===== src/hw/rtl/fsg_pkg.sv =====
// Package: types, codes and helpers of the falling sand grid block.
`default_nettype none
package fsg_pkg;

    localparam int DEF_MAX_WIDTH  = 256;
    localparam int DEF_MAX_HEIGHT = 256;

    localparam logic [8:0]  DIM_RESET = 9'd64;
    localparam logic [8:0]  DIM_MIN   = 9'd8;
    localparam logic [31:0] RNG_SEED  = 32'h9e3779b9;

    localparam logic [3:0] MAT_EMPTY = 4'd0;
    localparam logic [3:0] MAT_WALL  = 4'd1;
    localparam logic [3:0] MAT_SAND  = 4'd2;
    localparam logic [3:0] MAT_WATER = 4'd3;
    localparam logic [3:0] MAT_OIL   = 4'd4;
    localparam logic [3:0] MAT_EMBER = 4'd5;

    typedef enum logic [1:0] {
        CMD_STEP  = 2'd0,
        CMD_POUR  = 2'd1,
        CMD_CLEAR = 2'd2,
        CMD_READ  = 2'd3
    } t_cmd;

    typedef enum logic [1:0] {
        CFG_WIDTH   = 2'd0,
        CFG_HEIGHT  = 2'd1,
        CFG_AMB_EN  = 2'd2,
        CFG_AMB_MAT = 2'd3
    } t_cfg_idx;

    typedef struct packed {
        logic [8:0] gw;
        logic [8:0] gh;
        logic       amb_en;
        logic [2:0] amb_mat;
        logic       resize;
    } t_cfg;

    typedef enum logic [4:0] {
        ST_SWEEP,
        ST_IDLE,
        ST_FS_RD,
        ST_FS_CUR,
        ST_FS_ASH,
        ST_FS_BELOW,
        ST_FS_DIAG_ISS,
        ST_FS_DIAG,
        ST_FS_SIDE_ISS,
        ST_FS_SIDE,
        ST_FS_WR2,
        ST_FS_NEXT,
        ST_AM_ISS,
        ST_AM_CHK,
        ST_PO_CELL,
        ST_RD_WAIT,
        ST_DONE
    } t_state;

    function automatic logic [31:0] xs32(input logic [31:0] s);
        logic [31:0] v;
        v = s ^ (s << 13);
        v = v ^ (v >> 17);
        v = v ^ (v << 5);
        return v;
    endfunction

    // Cell byte for a freshly poured material: embers start at full heat.
    function automatic logic [7:0] mk_cell(input logic [2:0] mat);
        logic [3:0] m;
        m = {1'b0, mat};
        return {(m == MAT_EMBER) ? 4'hf : 4'h0, m};
    endfunction

endpackage
`default_nettype wire


===== src/hw/rtl/fsg_ifs.sv =====
// Channel interfaces: command in, result out, configuration write.
`default_nettype none


interface fsg_cfg_if;
    logic       valid;
    logic       ready;
    logic [1:0] reg_index;
    logic [8:0] wdata;
    modport source (output valid, reg_index, wdata, input ready);
    modport sink   (input valid, reg_index, wdata, output ready);
endinterface
`default_nettype wire


===== src/hw/rtl/fsg_cfg.sv =====
// Configuration registers with size clamping and resize detection.
`default_nettype none
module fsg_cfg #(
    parameter int MAX_WIDTH  = fsg_pkg::DEF_MAX_WIDTH,
    parameter int MAX_HEIGHT = fsg_pkg::DEF_MAX_HEIGHT
) (
    input  wire logic  i_clk,
    input  wire logic  i_rst_n,
    fsg_cfg_if.sink    i_cfg,
    output fsg_pkg::t_cfg o_cfg
);
    import fsg_pkg::*;

    // The write port is 9 bits wide, so sizes never exceed 511.
    localparam int         WCAP  = (MAX_WIDTH < 511) ? MAX_WIDTH : 511;
    localparam int         HCAP  = (MAX_HEIGHT < 511) ? MAX_HEIGHT : 511;
    localparam logic [8:0] W_MAX = WCAP[8:0];
    localparam logic [8:0] H_MAX = HCAP[8:0];

    logic [8:0] r_gw, n_gw, r_gh, n_gh;
    logic       r_amb_en, n_amb_en;
    logic [2:0] r_amb_mat, n_amb_mat;
    logic       r_resize, n_resize;
    logic [8:0] w_clamp, h_clamp;
    logic       wr;

    assign i_cfg.ready = 1'b1;
    assign wr = i_cfg.valid;

    always_comb begin
        w_clamp = (i_cfg.wdata < DIM_MIN) ? DIM_MIN :
                  (i_cfg.wdata > W_MAX)   ? W_MAX : i_cfg.wdata;
        h_clamp = (i_cfg.wdata < DIM_MIN) ? DIM_MIN :
                  (i_cfg.wdata > H_MAX)   ? H_MAX : i_cfg.wdata;
        n_gw      = r_gw;
        n_gh      = r_gh;
        n_amb_en  = r_amb_en;
        n_amb_mat = r_amb_mat;
        n_resize  = 1'b0;
        if (wr) begin
            case (t_cfg_idx'(i_cfg.reg_index))
                CFG_WIDTH: begin
                    n_gw     = w_clamp;
                    n_resize = (w_clamp != r_gw);
                end
                CFG_HEIGHT: begin
                    n_gh     = h_clamp;
                    n_resize = (h_clamp != r_gh);
                end
                CFG_AMB_EN:  n_amb_en  = i_cfg.wdata[0];
                CFG_AMB_MAT: n_amb_mat = i_cfg.wdata[2:0];
                default: ;
            endcase
        end
    end

    always_ff @(posedge i_clk) begin
        if (!i_rst_n) begin
            r_gw      <= DIM_RESET;
            r_gh      <= DIM_RESET;
            r_amb_en  <= 1'b1;
            r_amb_mat <= 3'(MAT_SAND);
            r_resize  <= 1'b0;
        end else begin
            r_gw      <= n_gw;
            r_gh      <= n_gh;
            r_amb_en  <= n_amb_en;
            r_amb_mat <= n_amb_mat;
            r_resize  <= n_resize;
        end
    end

    assign o_cfg = '{gw: r_gw, gh: r_gh, amb_en: r_amb_en,
                     amb_mat: r_amb_mat, resize: r_resize};
endmodule
`default_nettype wire


===== src/flat_wrapper.sv =====
// flat-port wrapper written by rule: the top's interface ports become plain ports
module fsg_cfg_flat import fsg_pkg::*;
#(
    parameter int MAX_WIDTH  = fsg_pkg::DEF_MAX_WIDTH,
    parameter int MAX_HEIGHT = fsg_pkg::DEF_MAX_HEIGHT
)
  (i_clk, i_rst_n, o_cfg, i_cfg_valid, i_cfg_reg_index, i_cfg_wdata, i_cfg_ready);
  fsg_cfg_if i_cfg_i ();
  input  wire logic i_clk;
  input  wire logic i_rst_n;
  output fsg_pkg::t_cfg o_cfg;
  input wire logic [$bits(i_cfg_i.valid)-1:0] i_cfg_valid;
  input wire logic [$bits(i_cfg_i.reg_index)-1:0] i_cfg_reg_index;
  input wire logic [$bits(i_cfg_i.wdata)-1:0] i_cfg_wdata;
  output wire logic [$bits(i_cfg_i.ready)-1:0] i_cfg_ready;
  assign i_cfg_i.valid = i_cfg_valid;
  assign i_cfg_i.reg_index = i_cfg_reg_index;
  assign i_cfg_i.wdata = i_cfg_wdata;
  assign i_cfg_ready = i_cfg_i.ready;
  fsg_cfg #(.MAX_WIDTH(MAX_WIDTH), .MAX_HEIGHT(MAX_HEIGHT)) u_core (.i_clk(i_clk), .i_rst_n(i_rst_n), .i_cfg(i_cfg_i), .o_cfg(o_cfg));
endmodule

===== config.mk =====
export PLATFORM = sky130hd
export DESIGN_NAME = fsg_cfg_flat
export DESIGN_NICKNAME = d
export VERILOG_FILES = /design/src/hw/rtl/fsg_pkg.sv /design/src/hw/rtl/fsg_ifs.sv /design/src/hw/rtl/fsg_cfg.sv /design/src/flat_wrapper.sv
export SDC_FILE = /design/constraint.sdc
export NUM_CORES = 1
export LEC_CHECK = 0
export BUFFER_PORTS_ARGS = -buffer_cell sky130_fd_sc_hd__buf_2
export CORE_MARGIN = 5
export CORE_UTILIZATION = 51
export CTS_BUF_LIST = sky130_fd_sc_hd__clkbuf_4 sky130_fd_sc_hd__clkbuf_8 sky130_fd_sc_hd__clkbuf_16
export DETAILED_ROUTE_END_ITERATION = 7
export PLACE_DENSITY = 0.78
export SYNTH_ARGS = -nofsm -noshare
export SYNTH_HDL_FRONTEND = slang
export SYNTH_SLANG_ARGS = --single-unit

===== constraint.sdc =====
create_clock -name i_clk -period 1.9 [get_ports i_clk]
set_input_delay 0.475 -clock i_clk [delete_from_list [all_inputs] [get_ports i_clk]]
set_output_delay 0.475 -clock i_clk [all_outputs]
set_load 0.02 [all_outputs]

# After elaboration in Yosys (flattened, before gate mapping)

Index checks and enable logic that the tools add are counted.

$mul: 0
Eq/ne operators: 5
Magnitude comparators: 2
Div/mod/pow operators: 0
Add/sub/neg operators: 0
Bitwise logic cells: 0
Multiplexer cells: 3
Reduce and logical (&&, ||, !) cells: 6
Shift operators: 0

Operators with widths:

| cell                 | count |
|---|---|
| $mux W9              | 2 |
| $ne A9 B9 Y1         | 2 |
| $reduce_and A2 Y1    | 5 |
| $gt A9 B9 Y1 const B | 1 |
| $lt A9 B4 Y1 const B | 1 |
| $eq A2 B2 Y1 const B | 2 |
| $eq A2 B1 Y1 const B | 1 |
| $logic_not A2 Y1     | 1 |
| $pmux W1 S2          | 1 |

Flip-flop bits (word level): 23
Logic and storage cells: 21
Bits in latches: 0
Memories kept: 0
Memory bits (read-only): 0
Output and inout port bits: 24
Input port bits: 14
Memory bits (writable): 0

# Longest topological paths before layout

Gate-level depths: netlist of run 1.

Depth in word-level cells: 5
Mapped depth: 8
Depth with buffers taken out: 5

# Worst setup path before layout of run 1

No wires, ideal clock.

Path type: input to register
Start point: input i_cfg_reg_index[1]
End point: register u_core.r_resize
Library setup time: 0.125 ns
Stages: 6
Arrival: 1.553 ns
Data required time: 1.775 ns
Path buffers: 1
Path slack: 0.222 ns
Cells stage by stage: buf_6 -> or4b_1 -> o31ai_2 -> nor3_2 -> nor4_2 -> a31oi_1

Longest elaborated chain between the ends: 2
Elaborated cells between the ends (all ways): 3
Classes of those cells: eq/ne: 1; mux: 1; reduce/logical: 1

Ends and longest elaborated chain:

| element                                                 | line               | text |
|---|---|---|
| from (decl)                                             | flat_wrapper.sv:13 | `input wire logic [$bits(i_cfg_i.reg_index)-1:0] i_cfg_reg_index;` |
| $eq A2 B1 Y1 / $logic_not A2 Y1 (equally long branches) | fsg_cfg.sv:41      | `case (t_cfg_idx'(i_cfg.reg_index))` |
| $pmux W1 S2 *                                           | fsg_cfg.sv:41      |  |
| to (signal assigned)                                    | fsg_cfg.sv:69      | `r_resize <= n_resize;` |
| to (decl)                                               | fsg_cfg.sv:23      | `logic r_resize, n_resize;` |

Mark *: on every way between the ends. The rest lies on a longest branch, timed or not.
A chain may end at the register's enable or synchronous reset.

# Worst setup path after layout of run 1

Start point: register u_core.r_gh[8]
End point: register u_core.r_resize

Longest elaborated chain between the ends: 2

Ends and longest elaborated chain:

| element                | line          | text |
|---|---|---|
| from (decl)            | fsg_cfg.sv:20 | `logic [8:0] r_gw, n_gw, r_gh, n_gh;` |
| from (signal assigned) | fsg_cfg.sv:66 | `r_gh <= n_gh;` |
| $ne A9 B9 Y1           | fsg_cfg.sv:48 | `n_resize = (h_clamp != r_gh);` |
| $pmux W1 S2            | fsg_cfg.sv:41 |  |

No other way between the ends.

==> run summary, run 1 <==
The endpoint identified for the worst register-to-register timing path is u_core.r_resize. The fraction of the core area covered by cells at the end of the flow came out at 0.637. The run finished with clean final reports. Counting every sink on the clock net gives 23. The clock insertion delay at the later pin of the skew report is 320 ps. The startpoint identified for the worst hold timing path is i_cfg_wdata[0]. The remaining global-route overflow is 0.

The CTS buffer count came out at 3. The net count after synthesis is 175. The worst ir drop on vdd came out at 0.628 mV. The wire length reported by the detailed router is 3.41 mm. The required time of the critical path is 2120 ps. TritonCTS built the clock tree.

Of all nets on the critical path, the largest fanout is 6. The number of antenna repair diodes came out at 0. The leakage power total is 0.716 nW.

The net switching power came out at 0.000278 W. Signal routing reaches up to met4. The via count of the first global-routing pass came out at 1,204.

The final number of setup-violating endpoints came out at 0. After clock tree synthesis, the clock-pin slew on the worst setup and hold paths is 130 ps. In the global route stage, overall resource usage came out at 0.194. The largest clock skew in the final design is 4.21 ps. In the routed design, unresolved DRC markers number 0. The starting density of the core came out at 0.543. The launch instance of the worst register-to-register path is u_core.r_gh[8]. Fill cells in the final layout number 220. Summing all placed instances gives a cell area of 0.00158 mm^2. The slew at the pin closest to its max-slew limit is 530 ps. The average vias per placed instance came out at 5.66. The fraction of layout cells with a size suffix above 1 is 0.286. The layout overhead on the synthesized area came out at 17.4%. In this run the clock root is driven by a clkbuf_4. The HPWL after detailed placement is 2.60 mm.

The maximum count of clock buffers along a single path is 2. The worst hold path stage count came out at 3. The depth of the worst register-to-register path is 5. Of the total power, registers draw 0.543. The remaining max-slew budget at the tightest pin came out at 0.644.

For hold timing, the worst endpoint is u_core.r_amb_mat[0]. The post-route antenna net violation count came out at 0. The type of the tightest min-delay check is in2reg.

The total design power is 0.000937 W. The synthesized netlist occupies a cell area of 0.00137 mm^2. The floorplan core area is 0.00252 mm^2. The count of final max-slew check failures came out at 0.

The setup check on the worst reg-to-reg path leaves a slack of 290 ps. The finished layout cell area is 0.00161 mm^2. Measured along the x axis, the die boundary spans 61.8 um.

The floorplan die area came out at 0.00382 mm^2. The synthesized netlist cell count is 161. The clock period could shrink to 1610 ps. The flip-flop and latch count after synthesis came out at 23. The element type at the critical path end is a flip-flop. The number of nets in the finished design is 211. The critical path in this run is classified as reg2reg.

The upper clock frequency limit came out at 0.622 GHz. The die height came out at 61.8 um. The share of total power dissipated in the clock network is 0.249.

The internal power came out at 0.000659 W. Setup repair after global routing left no endpoint under its margin. The first global-routing pass estimated 5.58 mm of wire.

The length of routed met3 wiring is 258 um. The final route contains 1,280 vias. The violation count after the first detailed-routing iteration is 73. The total met2 wirelength after detailed routing came out at 1.64 mm. The mean routed wirelength per cell came out at 15.1 um. The area of the multi-input gates is 806 um^2. The Yosys warning count is 0. The worst setup slack before clock tree synthesis came out at -3.13 ps. The share of the clock period used by the worst path after layout came out at 0.847. The mean area per synthesized cell is 8.50 um^2.

The standard-cell row count came out at 18. The fraction of power spent switching nets came out at 0.297. The initial antenna violation count is 0.

The H-tree level count came out at 1. The number of hold violations in the final report came out at 0. The maximum number of pins on one net before global-route repair came out at 24. Post-CTS timing repair inserted 0 buffers for setup. The post-cts sizing count came out at 0. The part of the power in combinational logic came out at 0.208. Dividing total power by cell area gives a power density of 583 mW/mm^2. For this block, wires on met1 add up to 1.44 mm.

Max-cap violations in this run came to 0. The type of origin of the critical path is a flip-flop. The congestion estimate from routability-driven global placement came to 0.921. The proportion of synthesized chip area in sequential cells is 0.336. The quantity of I/O buffers inserted on ports is 36. Hold is met by 442 ps. In the post-route analysis, the smallest setup slack over all paths is 291 ps.

At the worst endpoint, the arrival time is 1830 ps. The number of buffers added to fix hold violations after cts is 0. The count of unique library cells instantiated by Yosys came out at 43. Registers take 460 um^2. For this design the top-level I/O count stands at 38.

The pre-antenna-repair detailed-routing pass consisted of 4 iterations.
[state kept, by name, indices dropped and copies added, names as in the netlist]
signal and flops:
u_core.r_gh 9, u_core.r_gw 9, u_core.r_amb_mat 3, u_core.r_amb_en 1
u_core.r_resize 1
[cells in the final DEF, fill, tap and decap left out, drive strengths merged, types with 3 or more instances in the layout]
master	instances
a21oi	4
or3b	4
buf	45
nor2b	10
nand4	3
nor3	4
inv	4
nand2	28
dfxtp	23
xnor2	5
o21ai	4
nand3	9
clkbuf	3
a21boi	11
mux2i	7
[synth_stat cells]
cell,instances,area (um^2)
a211oi_1,2,15.0
a21boi_0,11,82.6
a21o_1,1,7.51
a21oi_1,4,20.0
a311o_1,1,10.0
a31oi_1,1,6.26
a32oi_1,1,8.76
and2_1,2,12.5
and3b_1,2,17.5
buf_2,4,20.0
buf_4,4,30.0
buf_6,2,22.5
clkbuf_1,4,15.0
conb_1,1,3.75
dfxtp_1,23,460
inv_1,4,15.0
mux2_4,1,15.0
mux2i_1,7,70.1
mux4_2,1,22.5
nand2_1,28,105
nand2b_1,2,12.5
nand3_1,9,45.0
nand3b_1,2,15.0
nand4_1,3,18.8
nor2_1,2,7.51
nor2b_1,10,62.6
nor3_1,3,15.0
nor3_2,1,10.0
nor3b_1,1,7.51
nor4_2,1,12.5
nor4_4,1,21.3
o211a_1,1,10.0
o211ai_1,2,15.0
o21a_1,1,7.51
o21ai_0,4,20.0
o221ai_1,1,8.76
o311a_1,1,10.0
o311ai_0,1,8.76
o31ai_2,1,12.5
or3b_1,3,26.3
or3b_2,1,8.76
or4b_1,1,10.0
xnor2_1,5,43.8
[metrics by stage]
step	setup TNS [ps]	cells
5_1_grt	0	226
6_report	0	226
3_5_place_dp	-3.13	222
3_3_place_gp	0	222
2_1_floorplan	0	161
4_1_cts	0	226
[kinds of logic (layout without fill, tap and decap cells)]
group / count (synthesis) / in the layout / synth area share
flops: 23 / 23 / 0.336
simple gates: 72 / 72 / 0.298
compound gates: 33 / 33 / 0.177
xor+xnor: 5 / 5 / 0.0320
buf+inv: 18 / 53 / 0.0749
mux: 9 / 9 / 0.0786
other cells: 1 / 1 / 0.00274
[routing by layer]
layer / global-route usage / up-vias
met2: 0.309 / 50
met3: 0.0310 / 6
met4: 0.0879 / 0
li1: - / 638
met5: 0 / -
met1: 0.256 / 586
[power groups by stage]
stage	logic [W]	clock network [W]	registers [W]
detailed placement	0.000194	0	0.000519
floorplan	0.000119	0	0.000531
global route	0.000212	0.000261	0.000511
global placement	0.000189	0	0.000518
finish	0.000195	0.000233	0.000509
CTS	0.000195	0.000238	0.000508
[critical path, cell delays in order (launching register included)]
cell and delay [ps]:
dfxtp_1 390, or3b_2 470, a32oi_1 200, o221ai_1 190
nor4_2 160, a31oi_1 110
[cell type report]
class                   instances  share of cell area
clock buffers                   3              0.0140
flip-flops and latches         23               0.287
multi-input cells             120               0.502
inverters                       4             0.00935
repair buffers                 45               0.162
well taps                      30              0.0234
clock inverters                 1             0.00312
[worst max path at each step]
stage / from / end / slack [ps] / cells after the start
final: u_core.r_gh[8] / u_core.r_resize / 290 / 5
after CTS: u_core.r_gh[8] / u_core.r_resize / 300 / 5
after detailed placement: i_cfg_reg_index[0] / u_core.r_resize / -3 / 8
after global placement: i_cfg_reg_index[0] / u_core.r_resize / 50 / 8
after global routing: u_core.r_gh[8] / u_core.r_resize / 160 / 5
after floorplan: i_cfg_reg_index[1] / u_core.r_resize / 220 / 6
Power figures use the tool's default switching activity.
==> inputs of run 2 (changes only) <==
--- a/config.mk
+++ b/config.mk
@@ -5,9 +5,10 @@
 export SDC_FILE = /design/constraint.sdc
 export NUM_CORES = 1
 export LEC_CHECK = 0
+export ABC_AREA = 1
 export BUFFER_PORTS_ARGS = -buffer_cell sky130_fd_sc_hd__buf_2
 export CORE_MARGIN = 5
-export CORE_UTILIZATION = 51
+export CORE_UTILIZATION = 50
 export CTS_BUF_LIST = sky130_fd_sc_hd__clkbuf_4 sky130_fd_sc_hd__clkbuf_8 sky130_fd_sc_hd__clkbuf_16
 export DETAILED_ROUTE_END_ITERATION = 7
 export PLACE_DENSITY = 0.78
==> constraint.sdc (replaced) <==
create_clock -name i_clk -period 1.6 [get_ports i_clk]
set_input_delay 0.4 -clock i_clk [delete_from_list [all_inputs] [get_ports i_clk]]
set_output_delay 0.4 -clock i_clk [all_outputs]
set_load 0.02 [all_outputs]
==> run 2 against run 1 <==
Net effect: hold slack worse by 99 ps; sequential share of layout area up 1.8 points; via count up 4.6%; largest power group unchanged; final area down 5.9%; highest routed layer unchanged.
==> run summary, run 2 <==
The flow ran to the end, and the final reports show no timing, DRC or antenna violations. The count of final max-slew check failures is 0 (unchanged). The maximum count of clock buffers along a single path came to 2 (unchanged). In the layout the commonest cells are 42 x nand2_1, 36 x buf_2, 24 x inv_1. The largest registers in the layout are u_core.r_gh (9), u_core.r_gw (9), u_core.r_amb_mat (3). Counting stages on the worst path, the most repeated cell is nand2_1. The flip-flop and latch count after synthesis came out at 23 (unchanged). The number of buffers added to fix hold violations after cts came out at 0 (unchanged). The average vias per placed instance is 5.17 (-8.7%).

The Yosys warning count came to 0 (unchanged). The clock tree from TritonCTS is yes. The number of flops mapped to enable cells by yosys was 0 (unchanged). The final weighted congestion in routability-driven placement is 0.839 (-8.9%). The area of the mapped netlist came out at 0.00121 mm^2 (-12%). The upper clock frequency limit is 0.741 GHz. Of the available clock period, the critical path in the final layout requires 0.843.

The width of the die is 59.1 um (-4.3%). The CTS buffer count came to 3 (unchanged). The global router's overall resource usage came out at 0.196 (+0.00189). The total design power is 0.00118 W (+26%). The worst setup path is launched from a primary input.

The clock insertion delay at the later pin of the skew report is 320 ps (about the same). The worst setup path is captured at a flip-flop. The layout overhead on the synthesized area is 25.2%. The number of nets in the finished design came out at 246 (+17%). The via count of the first global-routing pass is 1,289 (+7.1%). The mean area per synthesized cell came to 6.56 um^2 (-23%). The post-route antenna net violation count is 0 (unchanged). The number of hold violations in the final report is 0 (unchanged). The mean routed wirelength per cell came out at 12.5 um (-17%).

The number of buffer and inverter stages on the critical path came out at 1 (+1). The power per standard cell area came to 780 mW/mm^2 (+34%). The via count of the routed design came out at 1,339 (+4.6%). The largest clock skew in the final design was 4.50 ps (+0.291 ps). The maximum net fanout on the critical path was 7 (+1).

The type of the tightest min-delay check is in2reg. The maximum number of pins on one net before global-route repair came out at 23 (-4.2%). Leaving out fill and tap cells, the most frequent cell in the layout is nand2_1. The detailed-routing iteration count for the pre-antenna-repair pass came out at 4 (unchanged). The wire length reported by the detailed router came out at 3.25 mm (-4.7%). The category of cells accounting for the largest share of critical-path delay is simple AND/OR/NAND/NOR gates. The synthesized netlist cell count came to 184 (+14%). The maximum single-stage delay on the critical path is 250 ps (-220 ps). The net count after synthesis came out at 198 (+13%). The post-layout minimum cycle time is 1350 ps. Setup repair after global routing left no endpoint under its margin. The number of top-level design ports is 38 (unchanged). The top cell type's share of synthesized area came out at 0.381 (+0.0450). The floorplan die area is 0.00350 mm^2 (-8.4%). The starting density of the core is 0.536 (-0.00714). The number of antenna repair diodes came out at 0 (unchanged). The floorplan core area came to 0.00225 mm^2 (-11%). The required time of the critical path is 1830 ps (-290 ps).

The worst ir drop on vdd came out at 0.677 mV (+7.8%). By area the synthesized netlist is led by dfxtp_1 38%, nand2_1 13%, o21ai_0 8.3%. The H-tree level count came out at 1 (unchanged).

The die height came out at 59.1 um (-4.3%). By startpoint and endpoint, the worst setup path is classified as in2reg. The standard-cell row count came out at 17 (-1). The proportion of synthesized chip area in sequential cells came out at 0.381 (+0.0450). The wire length of the first global-routing pass is 5.32 mm (-4.6%).

Among all stages on the critical path, the largest delay is contributed by o21ai_4. The initial antenna violation count came out at 0 (unchanged). The fraction of layout cells with a size suffix above 1 was 0.264 (-0.0216). The leakage power total came out at 0.841 nW (+17%). The quantity of I/O buffers inserted on ports was 36 (unchanged). CTS placed an instance of clkbuf_4 at the clock tree root. The post-CTS setup buffer count was 0 (unchanged). The clock-pin transition on the worst setup and hold timing paths came out at 140 ps (about the same). The post-detailed-route DRC marker count is 0 (unchanged).

The violation count after the first detailed-routing iteration is 35 (-52%). The remaining global-route overflow was 0 (unchanged). The post-synthesis async set-or-reset flop share was 0 (unchanged). The final number of setup-violating endpoints came out at 0 (unchanged). In the synthesized netlist the dominant register cell turns out to be dfxtp_1. The post-cts sizing count is 0 (unchanged). The arrival time at the worst endpoint is 1580 ps (-250 ps). The biggest area consumer among synthesized cells is dfxtp_1. The TritonCTS sink count was 23 (unchanged).

The dominant cell by count in the synthesized netlist is nand2_1. The count of unique library cells instantiated by Yosys was 25 (-42%). The post-route setup TNS is 0 ps (unchanged).

Counting instances in the post-synthesis netlist gives the leading cell types as 42 x nand2_1, 24 x inv_1, 23 x dfxtp_1. Traced cell by cell, the critical path runs through buf_2, nor2_1, nand2_1, o21ai_4, nand2_1, nand2_1, nand2_1, nor2_1, nand2_1, nor2_1, nor2_1. The HPWL after detailed placement is 2.51 mm (-3.5%).

The number of max-cap violations came to 0 (unchanged).
==> run 2: changes by cell type in the layout (fill, tap and decap cells not counted), moves of 5 or more <==
cell | previous run | this run
inv_1 | 4 | 24
o21ai_0 | 4 | 20
a21oi_1 | 4 | 19
nor2_1 | 2 | 17
nand2_1 | 28 | 42
a21boi_0 | 11 | 0
nor2b_1 | 10 | 0
buf_4 | 8 | 15
mux2i_1 | 7 | 0
xnor2_1 | 5 | 0
==> run 2: metrics by stage <==
stage               hold WS (ps)  instance area, um^2  utilization  setup WS [ps]  cells
floorplan                    446                 1210            -            166    184
global placement             434                 1480        0.658          -11.6    255
detailed placement           462                 1480        0.658          -70.8    255
CTS                          329                 1510        0.670            270    259
global route                 351                 1510        0.670            115    259
finish                       343                 1510        0.670            251    259
==> run 2: final timing paths <==
path                         from                   to  slack, ps  cells past startpoint
setup / recovery   i_cfg_wdata[7]      u_core.r_resize        250                     11
hold / removal     i_cfg_wdata[1]  u_core.r_amb_mat[1]        340                      3
setup reg to reg   u_core.r_gh[7]      u_core.r_resize        450                      8
hold reg to reg   u_core.r_amb_en      u_core.r_amb_en        490                      2
==> run 2: report_power, final <==
| group | internal, W | total [W] | switching [W] | leakage [nW] |
|---|---|---|---|---|
| combinational | 0.000104 | 0.000278 | 0.000174 | 0.635 |
| sequential | 0.000602 | 0.000620 | 0.0000183 | 0.188 |
| clock | 0.0000936 | 0.000281 | 0.000187 | 0.0177 |
| total | 0.000800 | 0.00118 | 0.000379 | 0.841 |
==> run 2: logic make-up (layout without fill, tap and decap cells) <==
kind of cell,count (synthesis),in the layout,synth area share
buf+inv,33,80,0.120
compound gates,46,46,0.207
xor+xnor,1,1,0.00726
flops,23,23,0.381
other cells,1,1,0.00311
simple gates,80,80,0.281
==> run 2: area by class of cell <==
| type | instances | area, um^2 |
|---|---|---|
| tap | 28 | 35.0 |
| multi-input combinational | 128 | 602 |
| clock inverter | 1 | 5.00 |
| sequential | 23 | 460 |
| clock buffer | 3 | 22.5 |
| fill | 217 | 743 |
| inverter | 25 | 93.8 |
| timing repair buffer | 51 | 293 |
==> run 2: worst reg2reg max path, stage by stage, from the launching register on <==
cell	delay [ps]
dfxtp_1	350
o21ai_0	230
inv_1	60
nand2_1	80
nand2_1	50
nor2_1	100
nand2_1	60
nor2_1	100
nor2_1	40
==> run 2: layer usage <==
metal,routed length (um),vias to the layer above,GRT usage
met5,0,-,0
met4,80,0,0.0906
met3,204,9,0.0283
met2,1600,47,0.345
met1,1360,601,0.231
li1,-,682,-
==> inputs of run 3 (changes only) <==
--- a/config.mk
+++ b/config.mk
@@ -8,10 +8,10 @@
 export ABC_AREA = 1
 export BUFFER_PORTS_ARGS = -buffer_cell sky130_fd_sc_hd__buf_2
 export CORE_MARGIN = 5
-export CORE_UTILIZATION = 50
+export CORE_UTILIZATION = 45
 export CTS_BUF_LIST = sky130_fd_sc_hd__clkbuf_4 sky130_fd_sc_hd__clkbuf_8 sky130_fd_sc_hd__clkbuf_16
 export DETAILED_ROUTE_END_ITERATION = 7
-export PLACE_DENSITY = 0.78
+export PLACE_DENSITY = 0.75
 export SYNTH_ARGS = -nofsm -noshare
 export SYNTH_HDL_FRONTEND = slang
 export SYNTH_SLANG_ARGS = --single-unit
==> constraint.sdc (replaced) <==
create_clock -name i_clk -period 1.1 [get_ports i_clk]
set_input_delay 0.275 -clock i_clk [delete_from_list [all_inputs] [get_ports i_clk]]
set_output_delay 0.275 -clock i_clk [all_outputs]
set_load 0.02 [all_outputs]
==> run 3 against run 2 <==
Net effect: the flow now finishes with violations (setup timing); combinational power up 110%; largest cell class unchanged; largest power group unchanged; register-to-register slack got worse by 500 ps; non-clock buffer count rose by 23; hold slack worse by 120 ps; sequential cell count did not move; utilization increased by 12 points; global-route usage is 0.092 points higher; die area rose by 9.2%; wire length is 17% higher.
==> run summary, run 3 (same netlist as run 2, synthesis figures left out) <==
The run finished, with violations left. The checks that failed: setup timing. The largest registers in the layout are u_core.r_gh (9), u_core.r_gw (9), u_core.r_amb_mat (3). The post-detailed-route DRC marker count is 0 (unchanged).

The initial antenna violation count came to 0 (unchanged). The post-layout minimum cycle time came out at 1170 ps. The wire length reported by the detailed router is 3.81 mm (+17%). The maximum count of clock buffers along a single path is 2 (unchanged).

The average vias per placed instance is 5.13 (-0.77%). The worst hold path belongs to the class in2reg. The net switching power is 0.000619 W (+63%). Setup repair after global routing could not meet its margin everywhere. The clock insertion delay at the later pin of the skew report is 320 ps (about the same). The maximum net fanout on the critical path is 2 (-5). The mean routed wirelength per cell is 13.4 um (+7.0%).

The fraction of power spent switching nets is 0.322 (+0.000346). The wire length of the first global-routing pass was 5.64 mm (+6.0%). The TritonCTS sink count came out at 23 (unchanged). The fraction of layout cells with a size suffix above 1 came to 0.484 (+0.220). The startpoint identified for the worst register-to-register timing path is u_core.r_gh[8].

The setup slack of the most critical reg-to-reg path came out at -50 ps (-500 ps). The count of final max-slew check failures is 0 (unchanged). The number of nets in the finished design is 269 (+9.3%). The global router's overall resource usage is 0.197 (+0.000919). The via count of the first global-routing pass was 1,377 (+6.8%).

The starting density of the core was 0.479 (-0.0568). The leakage power total was 1.02 nW (+22%). The floorplan die area is 0.00382 mm^2 (+9.2%). The worst ir drop on vdd came out at 0.789 mV (+16%).

The width of the die came out at 61.8 um (+4.5%). For hold timing, the worst endpoint is u_core.r_amb_en. The HPWL after detailed placement is 2.52 mm (+0.28%).

The final number of setup-violating endpoints is 9 (+9). The quantity of I/O buffers inserted on ports came out at 36 (unchanged). The post-route setup TNS came out at -225 ps (-225 ps).

The post-route antenna net violation count is 0 (unchanged). The final cell count without fillers is 284 (+9.7%). The clock-pin transition on the worst setup and hold timing paths is 150 ps (about the same). The detailed-routing iteration count for the pre-antenna-repair pass is 4 (unchanged). The clock tree from TritonCTS is yes.

The post-layout worst setup margin came out at -65.3 ps (-316 ps). The arrival time at the worst endpoint came out at 890 ps (-690 ps). The relative contribution of sequential cells to total power was 0.478 (-0.048).

The maximum number of pins on one net before global-route repair came to 17 (-26%). The element type at the critical path end is a primary output. The total placed instance area was 0.00167 mm^2 (+12%).

The startpoint identified for the worst hold timing path is i_rst_n. The finished layout cell area was 0.00200 mm^2 (+32%). Leaving out fill and tap cells, the most frequent cell in the layout is buf_4. The remaining global-route overflow is 0 (unchanged). The worst register-to-register path ends at u_core.r_resize.

The H-tree level count came out at 1 (unchanged). The worst setup path is launched from a flip-flop. The number of max-cap violations is 0 (unchanged). The part of the power in combinational logic came out at 0.303 (+0.067). The number of hold violations in the final report is 0 (unchanged). The die height came out at 61.8 um (+4.5%). The number of top-level design ports is 38 (unchanged).

The standard-cell row count came to 18 (+1). The CTS buffer count was 3 (unchanged). The via count of the routed design is 1,457 (+8.8%).

The largest clock skew in the final design is 7.95 ps (+3.45 ps). The instance count after placement with tap cells included was 275 (+7.8%). The depth of the worst register-to-register path was 7 (-1). In the finished design, the share of the clock period the worst path needs comes to 1.06. The violation count after the first detailed-routing iteration came out at 71 (+100%). The upper clock frequency limit came out at 0.858 GHz. The power per standard cell area is 963 mW/mm^2 (+23%).

The worst hold path stage count came out at 2 (-1). The clock network power share came out at 0.219 (-0.019). The number of antenna repair diodes is 0 (unchanged). The required time of the critical path came out at 820 ps (-1010 ps). The master cell of the clock root buffer is clkbuf_4.

The library cells used most frequently in the layout, excluding fill and tap cells, are 38 x buf_4, 34 x nand2_1, 27 x buf_6. The internal power is 0.00130 W (+63%). The critical path is of the reg2out type.

Compared with the post-synthesis result, the final layout area differs by 65.4%. The floorplan core area came out at 0.00252 mm^2 (+12%). The final weighted congestion in routability-driven placement came out at 0.856 (+2.0%).
-- run 3: cell count changes in the layout (fill, tap and decap cells not counted), sizes merged --
cell / change
buf: +23
-- run 3: layout make-up --
| type | count | area (um^2) |
|---|---|---|
| repair buffers | 74 | 674 |
| flip-flops and latches | 23 | 488 |
| fillers | 172 | 526 |
| well taps | 30 | 37.5 |
| clock inverters | 1 | 5.00 |
| multi-input cells | 128 | 676 |
| clock buffers | 3 | 22.5 |
| inverters | 25 | 93.8 |
-- run 3: critical path, cell delays in order (launching register included) --
cell and delay (ps):
dfxtp_2 350, buf_6 110, buf_6 120
-- run 3: worst max path at each step --
stage | end | start | slack, ps
after CTS | o_cfg[14] | u_core.r_gw[0] | -70
final | o_cfg[14] | u_core.r_gw[0] | -70
after global placement | u_core.r_resize | i_cfg_reg_index[1] | -400
after floorplan | u_core.r_resize | i_cfg_wdata[1] | -180
after global routing | u_core.r_resize | i_cfg_wdata[1] | -130
after detailed placement | u_core.r_resize | i_cfg_reg_index[1] | -420
-- run 3: routing by layer --
metal / track usage / vias up / part of all wire
li1: - / 734 / -
met1: 0.234 / 667 / 0.42
met2: 0.360 / 49 / 0.52
met3: 0.0331 / 7 / 0.044
met4: 0.0545 / 0 / 0.017
met5: 0 / - / 0
-- run 3: timing repair --
item / in CTS / in global routing
pin swaps: 19 / 19
gates resized for setup: 53 / 41
setup buffers: 3 / 2
endpoints found under the setup margin: 20 / 27
hold buffers: 0 / 0
-- run 3: power groups by stage --
stage	logic (W)	registers [W]	clock network, W
4_1_cts	0.000521	0.000910	0.000408
2_1_floorplan	0.000215	0.000966	0
6_report	0.000582	0.000920	0.000421
3_5_place_dp	0.000464	0.000920	0
3_3_place_gp	0.000457	0.000918	0
5_1_grt	0.000633	0.000926	0.000456
-- run 3: stage by stage --
stage	setup slack (ps)	hold slack, ps	total power (W)	util
floorplan	-179	401	0.00118	-
global placement	-402	448	0.00138	0.661
detailed placement	-424	451	0.00138	0.661
CTS	-67.5	242	0.00184	0.738
global route	-131	241	0.00202	0.792
finish	-65.3	227	0.00192	0.792
